File: config.mk
export PLATFORM = sky130hd
export DESIGN_NAME = arp_cache_with_aging_unit
export DESIGN_NICKNAME = d
export VERILOG_FILES = /design/src/rtl/acwa_pkg.sv /design/src/rtl/acwa_ram.sv /design/src/rtl/acwa_ctrl.sv /design/src/rtl/arp_cache_with_aging_unit.sv
export SDC_FILE = /design/constraint.sdc
export NUM_CORES = 2
export LEC_CHECK = 0
export ABC_CLOCK_PERIOD_IN_PS = 19400
export BUFFER_PORTS_ARGS = -buffer_cell sky130_fd_sc_hd__buf_2
export CORE_MARGIN = 5
export CORE_UTILIZATION = 60
export DETAILED_ROUTE_END_ITERATION = 10
export PLACE_DENSITY_LB_ADDON = 0.2
export SYNTH_ARGS = -nofsm -noshare
export SYNTH_HDL_FRONTEND = slang
export SYNTH_SLANG_ARGS = --single-unit
File: constraint.sdc
create_clock -name clk -period 19.4 [get_ports clk]
set_clock_uncertainty 0.15 [all_clocks]
set_input_delay 1.94 -clock clk [delete_from_list [all_inputs] [get_ports clk]]
set_output_delay 1.94 -clock clk [all_outputs]
set_load 0.005 [all_outputs]
File: src/rtl/acwa_pkg.sv
package acwa_pkg;

  // Command codes carried by an input beat; the unused code acts as a lookup
  typedef enum logic [1:0] {
    CMD_LOOKUP   = 2'd0,
    CMD_RESOLVED = 2'd1,
    CMD_FAILED   = 2'd2
  } cmd_t;

  // Result status codes
  typedef enum logic [2:0] {
    ST_HIT     = 3'd0,
    ST_RESOLVE = 3'd1,
    ST_STORED  = 3'd2,
    ST_FULL    = 3'd3,
    ST_CLEARED = 3'd4
  } status_t;

  // Sequencer states
  typedef enum logic [1:0] {
    S_IDLE,
    S_SCAN,
    S_EVAL,
    S_DONE
  } state_t;

  // Register word addresses
  localparam logic REG_EXPIRY = 1'b0;

  // One input beat
  typedef struct packed {
    cmd_t        cmd;
    logic [31:0] addr;
    logic [47:0] mac;
    logic [31:0] now;
  } item_t;

  // One table entry as held in the RAM
  typedef struct packed {
    logic [31:0] ip;
    logic [47:0] mac;
    logic [31:0] stamp;
  } entry_t;

  localparam int ENTRY_W = $bits(entry_t);

  // One result beat
  typedef struct packed {
    status_t     status;
    logic [47:0] mac;
  } res_t;

endpackage

File: src/rtl/acwa_ram.sv
module acwa_ram #(
  parameter int WIDTH = 8,
  parameter int DEPTH = 16,
  parameter int AW    = (DEPTH > 1) ? $clog2(DEPTH) : 1
) (
  input  logic             clk,
  input  logic [AW-1:0]    addr,
  input  logic             we,
  input  logic [WIDTH-1:0] wdata,
  output logic [WIDTH-1:0] rdata
);

  logic [WIDTH-1:0] mem [DEPTH];

  // Single port, registered read
  always_ff @(posedge clk) begin
    if (we) begin
      mem[addr] <= wdata;
    end
    rdata <= mem[addr];
  end

endmodule

File: src/rtl/acwa_ctrl.sv
module acwa_ctrl #(
  parameter int ENTRIES = 16,
  parameter int IDX_W   = (ENTRIES > 1) ? $clog2(ENTRIES) : 1
) (
  input  logic                 clk,
  input  logic                 rst_n,
  input  logic                 in_valid,
  output logic                 in_stall,
  input  acwa_pkg::item_t      item,
  input  logic [31:0]          expiry,
  output logic                 res_valid,
  input  logic                 res_ready,
  output acwa_pkg::res_t       res,
  output logic [IDX_W-1:0]     ram_addr,
  output logic                 ram_we,
  output acwa_pkg::entry_t     ram_wdata,
  input  acwa_pkg::entry_t     ram_rdata
);

  import acwa_pkg::*;

  localparam int CNT_W = $clog2(ENTRIES + 1);
  localparam logic [CNT_W-1:0] LAST = CNT_W'(ENTRIES);

  state_t             state_r, state_nxt;
  logic [CNT_W-1:0]   cnt_r, cnt_nxt;
  logic               chk_v_r, chk_v_nxt;
  logic [IDX_W-1:0]   chk_idx_r, chk_idx_nxt;
  item_t              item_r, item_nxt;
  logic               found_r, found_nxt;
  logic [IDX_W-1:0]   slot_r, slot_nxt;
  logic [47:0]        hit_mac_r, hit_mac_nxt;
  logic [31:0]        hit_stamp_r, hit_stamp_nxt;
  logic               free_found_r, free_found_nxt;
  logic [IDX_W-1:0]   free_idx_r, free_idx_nxt;
  logic [ENTRIES-1:0] valid_r, valid_nxt;
  res_t               res_r, res_nxt;

  logic               match;
  logic               free;
  logic [IDX_W-1:0]   tgt;
  logic [32:0]        deadline;

  // Compare of the entry read back in the previous cycle
  assign match = chk_v_r && valid_r[chk_idx_r] && (ram_rdata.ip == item_r.addr);
  assign free  = chk_v_r && !valid_r[chk_idx_r];
  assign tgt   = found_r ? slot_r : free_idx_r;

  // Stamp plus expiry at 33 bits, no wrap
  assign deadline = {1'b0, hit_stamp_r} + {1'b0, expiry};

  assign in_stall  = (state_r != S_IDLE);
  assign res_valid = (state_r == S_DONE);
  assign res       = res_r;

  // Sequencer: scan, decide, write back, hand over
  always_comb begin
    state_nxt      = state_r;
    cnt_nxt        = cnt_r;
    chk_v_nxt      = chk_v_r;
    chk_idx_nxt    = chk_idx_r;
    item_nxt       = item_r;
    found_nxt      = found_r;
    slot_nxt       = slot_r;
    hit_mac_nxt    = hit_mac_r;
    hit_stamp_nxt  = hit_stamp_r;
    free_found_nxt = free_found_r;
    free_idx_nxt   = free_idx_r;
    valid_nxt      = valid_r;
    res_nxt        = res_r;
    ram_addr       = cnt_r[IDX_W-1:0];
    ram_we         = 1'b0;
    ram_wdata      = '{ip: item_r.addr, mac: item_r.mac, stamp: item_r.now};

    case (state_r)
      S_IDLE: begin
        if (in_valid) begin
          item_nxt       = item;
          cnt_nxt        = '0;
          chk_v_nxt      = 1'b0;
          found_nxt      = 1'b0;
          free_found_nxt = 1'b0;
          state_nxt      = S_SCAN;
        end
      end
      S_SCAN: begin
        chk_v_nxt   = (cnt_r != LAST);
        chk_idx_nxt = cnt_r[IDX_W-1:0];
        if (match && !found_r) begin
          found_nxt     = 1'b1;
          slot_nxt      = chk_idx_r;
          hit_mac_nxt   = ram_rdata.mac;
          hit_stamp_nxt = ram_rdata.stamp;
        end
        if (free && !free_found_r) begin
          free_found_nxt = 1'b1;
          free_idx_nxt   = chk_idx_r;
        end
        if (cnt_r == LAST) begin
          state_nxt = S_EVAL;
        end else begin
          cnt_nxt = cnt_r + 1'b1;
        end
      end
      S_EVAL: begin
        case (item_r.cmd)
          CMD_RESOLVED: begin
            if (found_r || free_found_r) begin
              ram_addr       = tgt;
              ram_we         = 1'b1;
              valid_nxt[tgt] = 1'b1;
              res_nxt        = '{status: ST_STORED, mac: item_r.mac};
            end else begin
              res_nxt = '{status: ST_FULL, mac: 48'd0};
            end
          end
          CMD_FAILED: begin
            if (found_r) begin
              valid_nxt[slot_r] = 1'b0;
            end
            res_nxt = '{status: ST_CLEARED, mac: 48'd0};
          end
          default: begin
            if (found_r && (deadline >= {1'b0, item_r.now})) begin
              res_nxt = '{status: ST_HIT, mac: hit_mac_r};
            end else begin
              res_nxt = '{status: ST_RESOLVE, mac: 48'd0};
            end
          end
        endcase
        state_nxt = S_DONE;
      end
      S_DONE: begin
        if (res_ready) begin
          state_nxt = S_IDLE;
        end
      end
      default: state_nxt = S_IDLE;
    endcase
  end

  // Control state
  always_ff @(posedge clk) begin
    if (!rst_n) begin
      state_r      <= S_IDLE;
      valid_r      <= '0;
      chk_v_r      <= 1'b0;
      found_r      <= 1'b0;
      free_found_r <= 1'b0;
    end else begin
      state_r      <= state_nxt;
      valid_r      <= valid_nxt;
      chk_v_r      <= chk_v_nxt;
      found_r      <= found_nxt;
      free_found_r <= free_found_nxt;
    end
  end

  // Payload
  always_ff @(posedge clk) begin
    cnt_r       <= cnt_nxt;
    chk_idx_r   <= chk_idx_nxt;
    item_r      <= item_nxt;
    slot_r      <= slot_nxt;
    hit_mac_r   <= hit_mac_nxt;
    hit_stamp_r <= hit_stamp_nxt;
    free_idx_r  <= free_idx_nxt;
    res_r       <= res_nxt;
  end

  // Only a successful resolution writes the table, and only once per beat
  a_write_only_eval: assert property (@(posedge clk) disable iff (!rst_n)
    ram_we |-> (state_r == S_EVAL) && (item_r.cmd == CMD_RESOLVED))
    else $error("table write outside evaluation");

  // A waiting result holds until taken
  a_res_hold: assert property (@(posedge clk) disable iff (!rst_n)
    res_valid && !res_ready |=> res_valid && $stable(res))
    else $error("result changed while waiting");

  // A recorded match always points at a live entry
  a_match_live: assert property (@(posedge clk) disable iff (!rst_n)
    (state_r == S_EVAL) && found_r |-> valid_r[slot_r])
    else $error("matched slot not valid");

  // A free slot picked during the scan is really empty
  a_free_empty: assert property (@(posedge clk) disable iff (!rst_n)
    (state_r == S_EVAL) && free_found_r |-> !valid_r[free_idx_r])
    else $error("free slot is occupied");

endmodule

File: src/rtl/arp_cache_with_aging_unit.sv
// IPv4-to-MAC table with aging. Each input beat (lookup, resolution
// succeeded, resolution failed) yields exactly one result beat. Entries sit
// in a single-port RAM and are scanned one per cycle through that one port;
// a new item is taken only once the scan, the evaluation and the hand-over
// of the last result are done. A finished result waits in the output
// register while the next item is taken. Valid bits are flip-flops cleared
// at reset, so no clearing pass is needed. expiry_seconds sits at byte
// address 0 and should be written only while the block is idle.
module arp_cache_with_aging_unit #(
  parameter int ENTRIES = 16
) (
  input  logic        clk,
  input  logic        rst_n,
  // input channel
  input  logic        in_valid,
  output logic        in_stall,
  input  logic [1:0]  in_cmd,
  input  logic [31:0] in_ipv4_addr,
  input  logic [47:0] in_resolved_mac,
  input  logic [31:0] in_now_seconds,
  // result channel
  output logic        out_valid,
  input  logic        out_stall,
  output logic [2:0]  out_status,
  output logic [47:0] out_mac_out,
  // configuration port
  input  logic        psel,
  input  logic        penable,
  input  logic        pwrite,
  input  logic [2:0]  paddr,
  input  logic [31:0] pwdata,
  output logic [31:0] prdata,
  output logic        pready
);

  import acwa_pkg::*;

  localparam int IDX_W = (ENTRIES > 1) ? $clog2(ENTRIES) : 1;

  logic [31:0]      expiry_r, expiry_nxt;
  logic             out_valid_r, out_valid_nxt;
  res_t             out_res_r, out_res_nxt;

  item_t            item;
  logic             res_valid;
  logic             res_ready;
  res_t             res;
  logic [IDX_W-1:0] ram_addr;
  logic             ram_we;
  entry_t           ram_wdata;
  entry_t           ram_rdata;
  logic             reg_hit;

  assign item = '{cmd: cmd_t'(in_cmd), addr: in_ipv4_addr,
                  mac: in_resolved_mac, now: in_now_seconds};

  // Configuration register
  assign pready  = 1'b1;
  assign reg_hit = (paddr[2] == REG_EXPIRY);
  assign prdata  = reg_hit ? expiry_r : 32'd0;

  always_comb begin
    expiry_nxt = expiry_r;
    if (psel && penable && pwrite && reg_hit) begin
      expiry_nxt = pwdata;
    end
  end

  // Output register: loads when empty or being drained
  assign res_ready = !out_valid_r || !out_stall;

  always_comb begin
    out_valid_nxt = out_valid_r;
    out_res_nxt   = out_res_r;
    if (res_ready) begin
      out_valid_nxt = res_valid;
      if (res_valid) begin
        out_res_nxt = res;
      end
    end
  end

  always_ff @(posedge clk) begin
    if (!rst_n) begin
      expiry_r    <= 32'd0;
      out_valid_r <= 1'b0;
    end else begin
      expiry_r    <= expiry_nxt;
      out_valid_r <= out_valid_nxt;
    end
  end

  always_ff @(posedge clk) begin
    out_res_r <= out_res_nxt;
  end

  assign out_valid   = out_valid_r;
  assign out_status  = out_res_r.status;
  assign out_mac_out = out_res_r.mac;

  // Sequencer
  acwa_ctrl #(
    .ENTRIES (ENTRIES),
    .IDX_W   (IDX_W)
  ) u_ctrl (
    .clk       (clk),
    .rst_n     (rst_n),
    .in_valid  (in_valid),
    .in_stall  (in_stall),
    .item      (item),
    .expiry    (expiry_r),
    .res_valid (res_valid),
    .res_ready (res_ready),
    .res       (res),
    .ram_addr  (ram_addr),
    .ram_we    (ram_we),
    .ram_wdata (ram_wdata),
    .ram_rdata (ram_rdata)
  );

  // Entry store: address, MAC and stamp side by side
  acwa_ram #(
    .WIDTH (ENTRY_W),
    .DEPTH (ENTRIES),
    .AW    (IDX_W)
  ) u_ram (
    .clk   (clk),
    .addr  (ram_addr),
    .we    (ram_we),
    .wdata (ram_wdata),
    .rdata (ram_rdata)
  );

endmodule

======== After elaboration in Yosys (flattened, before gate mapping) ========
Memory sizes are Yosys's and may differ from the RTL's. A register that Yosys moved wholly into a read port is not among the register bits.
Cells that the tools add are included.
W data, S select, Z words.
word-level totals
  memories ................................ 1
  memory bits (writable) .................. 1792
  flip-flop bits (word level) ............. 367
memory list
  memory     depth  width  rd ports  clocked after memory_dff  write ports  RTL line        text
  u_ram.mem  16     112    1         1                         1            acwa_ram.sv:13  logic [WIDTH-1:0] mem [DEPTH];
cells by class
  reduce and logical (&&, ||, !) cells .... 32
  add/sub/neg operators ................... 2
  magnitude comparators ................... 6
  bitwise operators ....................... 4
  muxes and demuxes ....................... 35
  equality and inequality tests ........... 16
operator list
  operator              number
  $pmux W51 S2          1
  $mux W49              2
  $add A32 B32 Y33      1
  $ge A33 B32 Y1        1
  $eq A32 B32 Y1        1
  $mux W16              2
  $mux W32              1
  $pmux W16 S2          1
  $and A16 B16 Y16      1
  $mux W4               4
  $not A16 Y16          1
  $or A16 B16 Y16       1
  $lt A4 B5 Y1 const B  3
  $ne A2 B1 Y1 const B  6
  $reduce_and A3 Y1     4
  $logic_and A1 B1 Y1   11
  $mux W1               11
  $mux W5               2
  $pmux W5 S2           1
  $reduce_and A2 Y1     5
  $demux W1 S4          2
  $ge A4 B1 Y1 const B  2
  $pmux W2 S4           1
  $eq A2 B2 Y1 const B  3
  other kinds (14)      27

======== Depth between registers and ports, before layout ========
  depth after elaboration ................. 8
  gate-level depth with buffers ........... 21
  depth with buffers taken out ............ 19

======== By module ========
Synthesis repeated with hierarchy kept, for this count alone.
second synthesis, totals
  cell total of the unflattened synthesis .. 4184
  area total of the unflattened synthesis .. 86193.9 µm²
modules (own cells, without submodules)
  module                     cells an instance  times used  seq. area each (µm²)  area an instance (µm²)
  acwa_ram                   2866               1           56053.8               69484.1
  acwa_ctrl                  1085               1           8287.9                13599.3
  arp_cache_with_aging_unit  233                1           2192.1                3110.5

======== Worst setup path before layout ========
OpenSTA, ideal clock, no wires.
  kind .................................... register -> register
  start ................................... reg u_ctrl.state_r[0]
  end ..................................... mem u_ram.mem[15][0] in the netlist's numbering (enable)
  stages on the path, launching flop included .. 9
  required time ........................... 18.530 ns
  clock period less this slack ............ 11.375 ns
  arrival time ............................ 10.505 ns
  path slack .............................. 8.025 ns
  cell sequence ........................... dfxtp_1 inv_1 ha_1 o211ai_4 o21a_1 clkbuf_1 clkbuf_1 clkbuf_1 nor3_1
on the way
  word-level cells in the longest chain between the ends .. 4
RTL lines
  what                           RTL line          text
  start: declaration             acwa_ctrl.sv:25   state_t state_r, state_nxt;
  start signal: assignment       acwa_ctrl.sv:151  state_r <= state_nxt;
  $eq A2 B2 Y1 *                 acwa_ctrl.sv:75   case (state_r)
  $mux W1                        acwa_ctrl.sv:75
  $mux W1                        acwa_ram.sv:17    if (we) begin
  $mux W1 (not written as such)  acwa_ram.sv:18    mem[addr] <= wdata;
  end: declaration               acwa_ram.sv:13
Every way passes the cells marked *; elsewhere a longest branch is shown, timed or not.

======== Worst setup path in the final report ========
  start ................................... reg u_ctrl.found_r
  end ..................................... reg u_ram.rdata[72] (read register of u_ram.mem)
on the way
  word-level cells in the longest chain between the ends .. 4
RTL lines
  what                                                  RTL line                           text
  start: declaration                                    acwa_ctrl.sv:30                    logic found_r, found_nxt;
  start signal: assignment                              acwa_ctrl.sv:154                   found_r <= found_nxt;
  $mux W4 / $logic_or A1 B1 Y1 (equally long branches)  acwa_ctrl.sv:47, acwa_ctrl.sv:108
  $mux W4 *                                             acwa_ctrl.sv:108                   if (found_r || free_found_r) begin
  $mux W4 *                                             acwa_ctrl.sv:106                   case (item_r.cmd)
  $mux W4 *                                             acwa_ctrl.sv:75
  end: declaration                                      acwa_ram.sv:10                     output logic [WIDTH-1:0] rdata
Marks and branches as above.
A chain may end at the register's enable or synchronous reset.

==> results_dict.tcl <==
set metrics [dict create \
    cts_buffers 219 \
    pre_cts_slack_ns 13.75 \
    synthFlopType "edfxtp_1" \
    maxCapViolCount 0 \
    final_layout_size_suffix_gt1_share_pct 23.8 \
    cts_sinks 2271 \
    core_mm2 0.142 \
    synth-seq-area-share_pct 77.6 \
    wl_um 189000 \
    setup_violations 0 \
    ir_worst_vdd_uv 318 \
    syn-num-nets 4435 \
    start_util_pct 60.4 \
    setup_tns_ns 0 \
    gp_congestion 0.795 \
    final_util_pct 68.2 \
    yosys.area.top_type_share_pct 73.8 \
    die-area_mm2 0.150 \
    die_w_um 388 \
    cts_hold_buf 0 \
    critPathLaunchType "flop" \
    cp.arrival_ns 6.20 \
    syn_area_per_cell_um2 20.4 \
    power.leakage_nw 31.6 \
    synth.cell_area_mm2 0.0857 \
    timing.final.max_slew_violations 0 \
    fin_ws_ns 13.73 \
    stdcell_area_mm2 0.0966 \
    relSlewSlack_pct 21.9 \
    num_vias 42100 \
    die_y_um 388 \
    clk_path_buf_depth 3 \
    min_path_type "flop to flop" \
    grt_max_degree 155 \
    nets 4753 \
    path_class "flop to flop" \
    rows 138 \
    critPathMaxFanout 139 \
    synth_area_leaders "edfxtp_1, mux4_2, dfxtp_1" \
    insertion_delay_ns 0.85 \
    place_area_mm2 0.0891 \
    status "finished, final reports clean" \
    fmax_ghz 0.176 \
    ant_nets 0 \
    final_cells 6607 \
    grt_overflow 0 \
    htreeDepth 4 \
    syn2layout_area_growth_pct 12.8 \
    yosysTopAreaCell "edfxtp_1" \
    synth.most_common_cell "edfxtp_1" \
    initialDrtViolationCount 4692 \
    holdWs_ns 0.249 \
    grt_usage_pct 25.2 \
    endpoint_kind "flop" \
    synthArstFlopShare_pct 0 \
    synth-edff-count 2105 \
    io_pins 242 \
    cts_root_buffer "clkbuf_16" \
    crit_required_ns 19.93 \
    dpl.cell_count 6193 \
    power_mw 13.0 \
    post_cts_buffers 0 \
    yosysUniqueCellTypes 67 \
    synth-seq-cells 2271 \
    dr.pass1.iters 5 \
    diodes 0 \
    clkSlewWorstSetupHoldPaths_ns 0.06 \
    dp_hpwl_um 88200 \
    worst_pin_slew_ns 1.17 \
    synthCells 4206 \
    p_per_area_mw_per_mm2 135 \
    routedWlPerCell_um 28.7 \
    finalCriticalPeriod_ns 5.67 \
    post-route-period-util_pct 29.2 \
    ys_top_cells_by_count "edfxtp_1, mux4_2, nand2_1" \
    cts_tree "built" \
    grt_pass1_vias 42500 \
    hold_viol 0 \
    drc_errors 0 \
    port_buffers 238 \
    vias_per_cell 6.37 \
    yosys_warnings 0 \
    grt_pass1_wl_um 281000 \
    antenna_found_initial 8 \
    rsz0062_at_grt "no" \
    ctsResizeCount 0 \
]
-- metal layers --
| metal | global-route usage, % | part of all wire, % | up-vias |
|---|---|---|---|
| li1 | - | - | 17700 |
| met1 | 38.2 | 41 | 22000 |
| met2 | 39.7 | 48 | 2035 |
| met3 | 4.23 | 8.8 | 261 |
| met4 | 5.32 | 1.7 | 2 |
| met5 | 0 | 0.0069 | - |
-- kinds of logic (layout without fill, tap and decap cells) --
kind of cell | after synthesis | in the layout | synth area share, %
AO/OA/AOI/OAI | 474 | 474 | 3.87
XOR/XNOR | 63 | 63 | 0.644
adder cells (fa/ha/maj) | 73 | 73 | 1.07
buffers and inverters | 258 | 769 | 1.43
flip-flops | 2271 | 2271 | 77.6
multiplexers | 458 | 458 | 12.0
other | 1 | 1 | 0.00438
AND/OR/NAND/NOR | 608 | 608 | 3.35
-- sequential cells by signal, indices dropped and copies added, names as in the netlist, 2 cells and up --
name and flops:
expiry_r 32, out_mac_out 48, out_status 3, u_ctrl.chk_idx_r 4, u_ctrl.cnt_r 5, u_ctrl.free_idx_r 4, u_ctrl.hit_mac_r 48, u_ctrl.hit_stamp_r 32
u_ctrl.item_r 2, u_ctrl.ram_wdata 112, u_ctrl.res 51, u_ctrl.slot_r 4, u_ctrl.state_r 2, u_ctrl.valid_r 16, u_ram.mem 1792, u_ram.rdata 112
-- cells in the final DEF (no fill, tap or decap), types with 16 or more instances in the layout --
cell,synthesis,routed
edfxtp_1,2105,2105
mux4_2,453,453
nand2_1,319,319
buf_2,56,238
clkbuf_16,0,219
dfxtp_1,166,166
and2_1,127,126
a211oi_1,120,120
a31oi_1,117,117
ha_1,72,71
inv_1,53,53
clkbuf_1,104,52
xnor2_1,51,51
a22o_1,49,49
buf_4,28,49
a21oi_1,48,46
nor2b_1,46,46
o21ai_0,39,39
nor2_1,50,37
a21boi_0,35,34
clkinv_1,0,33
clkinv_2,0,32
bufinv_16,0,31
a21o_1,25,25
clkbuf_8,0,18
nand3_1,16,16
-- critical path, cell delays in order, from the launching register on --
cell and delay, ns:
dfxtp_1 0.82, mux2i_1 0.59, nor2_1 0.14, a21oi_4 0.21, buf_12 0.57, buf_4 0.79, buf_4 0.87, mux4_2 0.41
and2_1 0.18, a211oi_1 0.33, a31oi_1 0.08
-- power by group --
group / total [mW] / switching (mW) / internal (mW)
Sequential: 6.19 / 0.322 / 5.86
Clock: 4.39 / 1.82 / 2.57
Combinational: 2.43 / 1.33 / 1.11
Total: 13.0 / 3.46 / 9.54
-- layout make-up --
type	instances	area, um^2
Timing Repair Buffer	302	1860
Tap cell	1890	2360
Inverter	53	199
Clock inverter	125	1610
Clock buffer	289	5920
Multi-Input combinational cell	1677	18100
Sequential cell	2271	66500
Fill cell	8804	45100
-- path summary, 6_finish.rpt --
check	cells past startpoint	start	slack, ns	to
max	10	u_ctrl.found_r$_SDFFE_PN0P_	13.73	u_ram.rdata[72]$_DFF_P_
min	0	u_ram.rdata[54]$_DFF_P_	0.25	u_ctrl.hit_mac_r[22]$_DFFE_PP_
max reg2reg	10	u_ctrl.found_r$_SDFFE_PN0P_	13.73	u_ram.rdata[72]$_DFF_P_
min reg2reg	0	u_ram.rdata[54]$_DFF_P_	0.25	u_ctrl.hit_mac_r[22]$_DFFE_PP_
No activity file was read; power rests on OpenSTA's default activity.
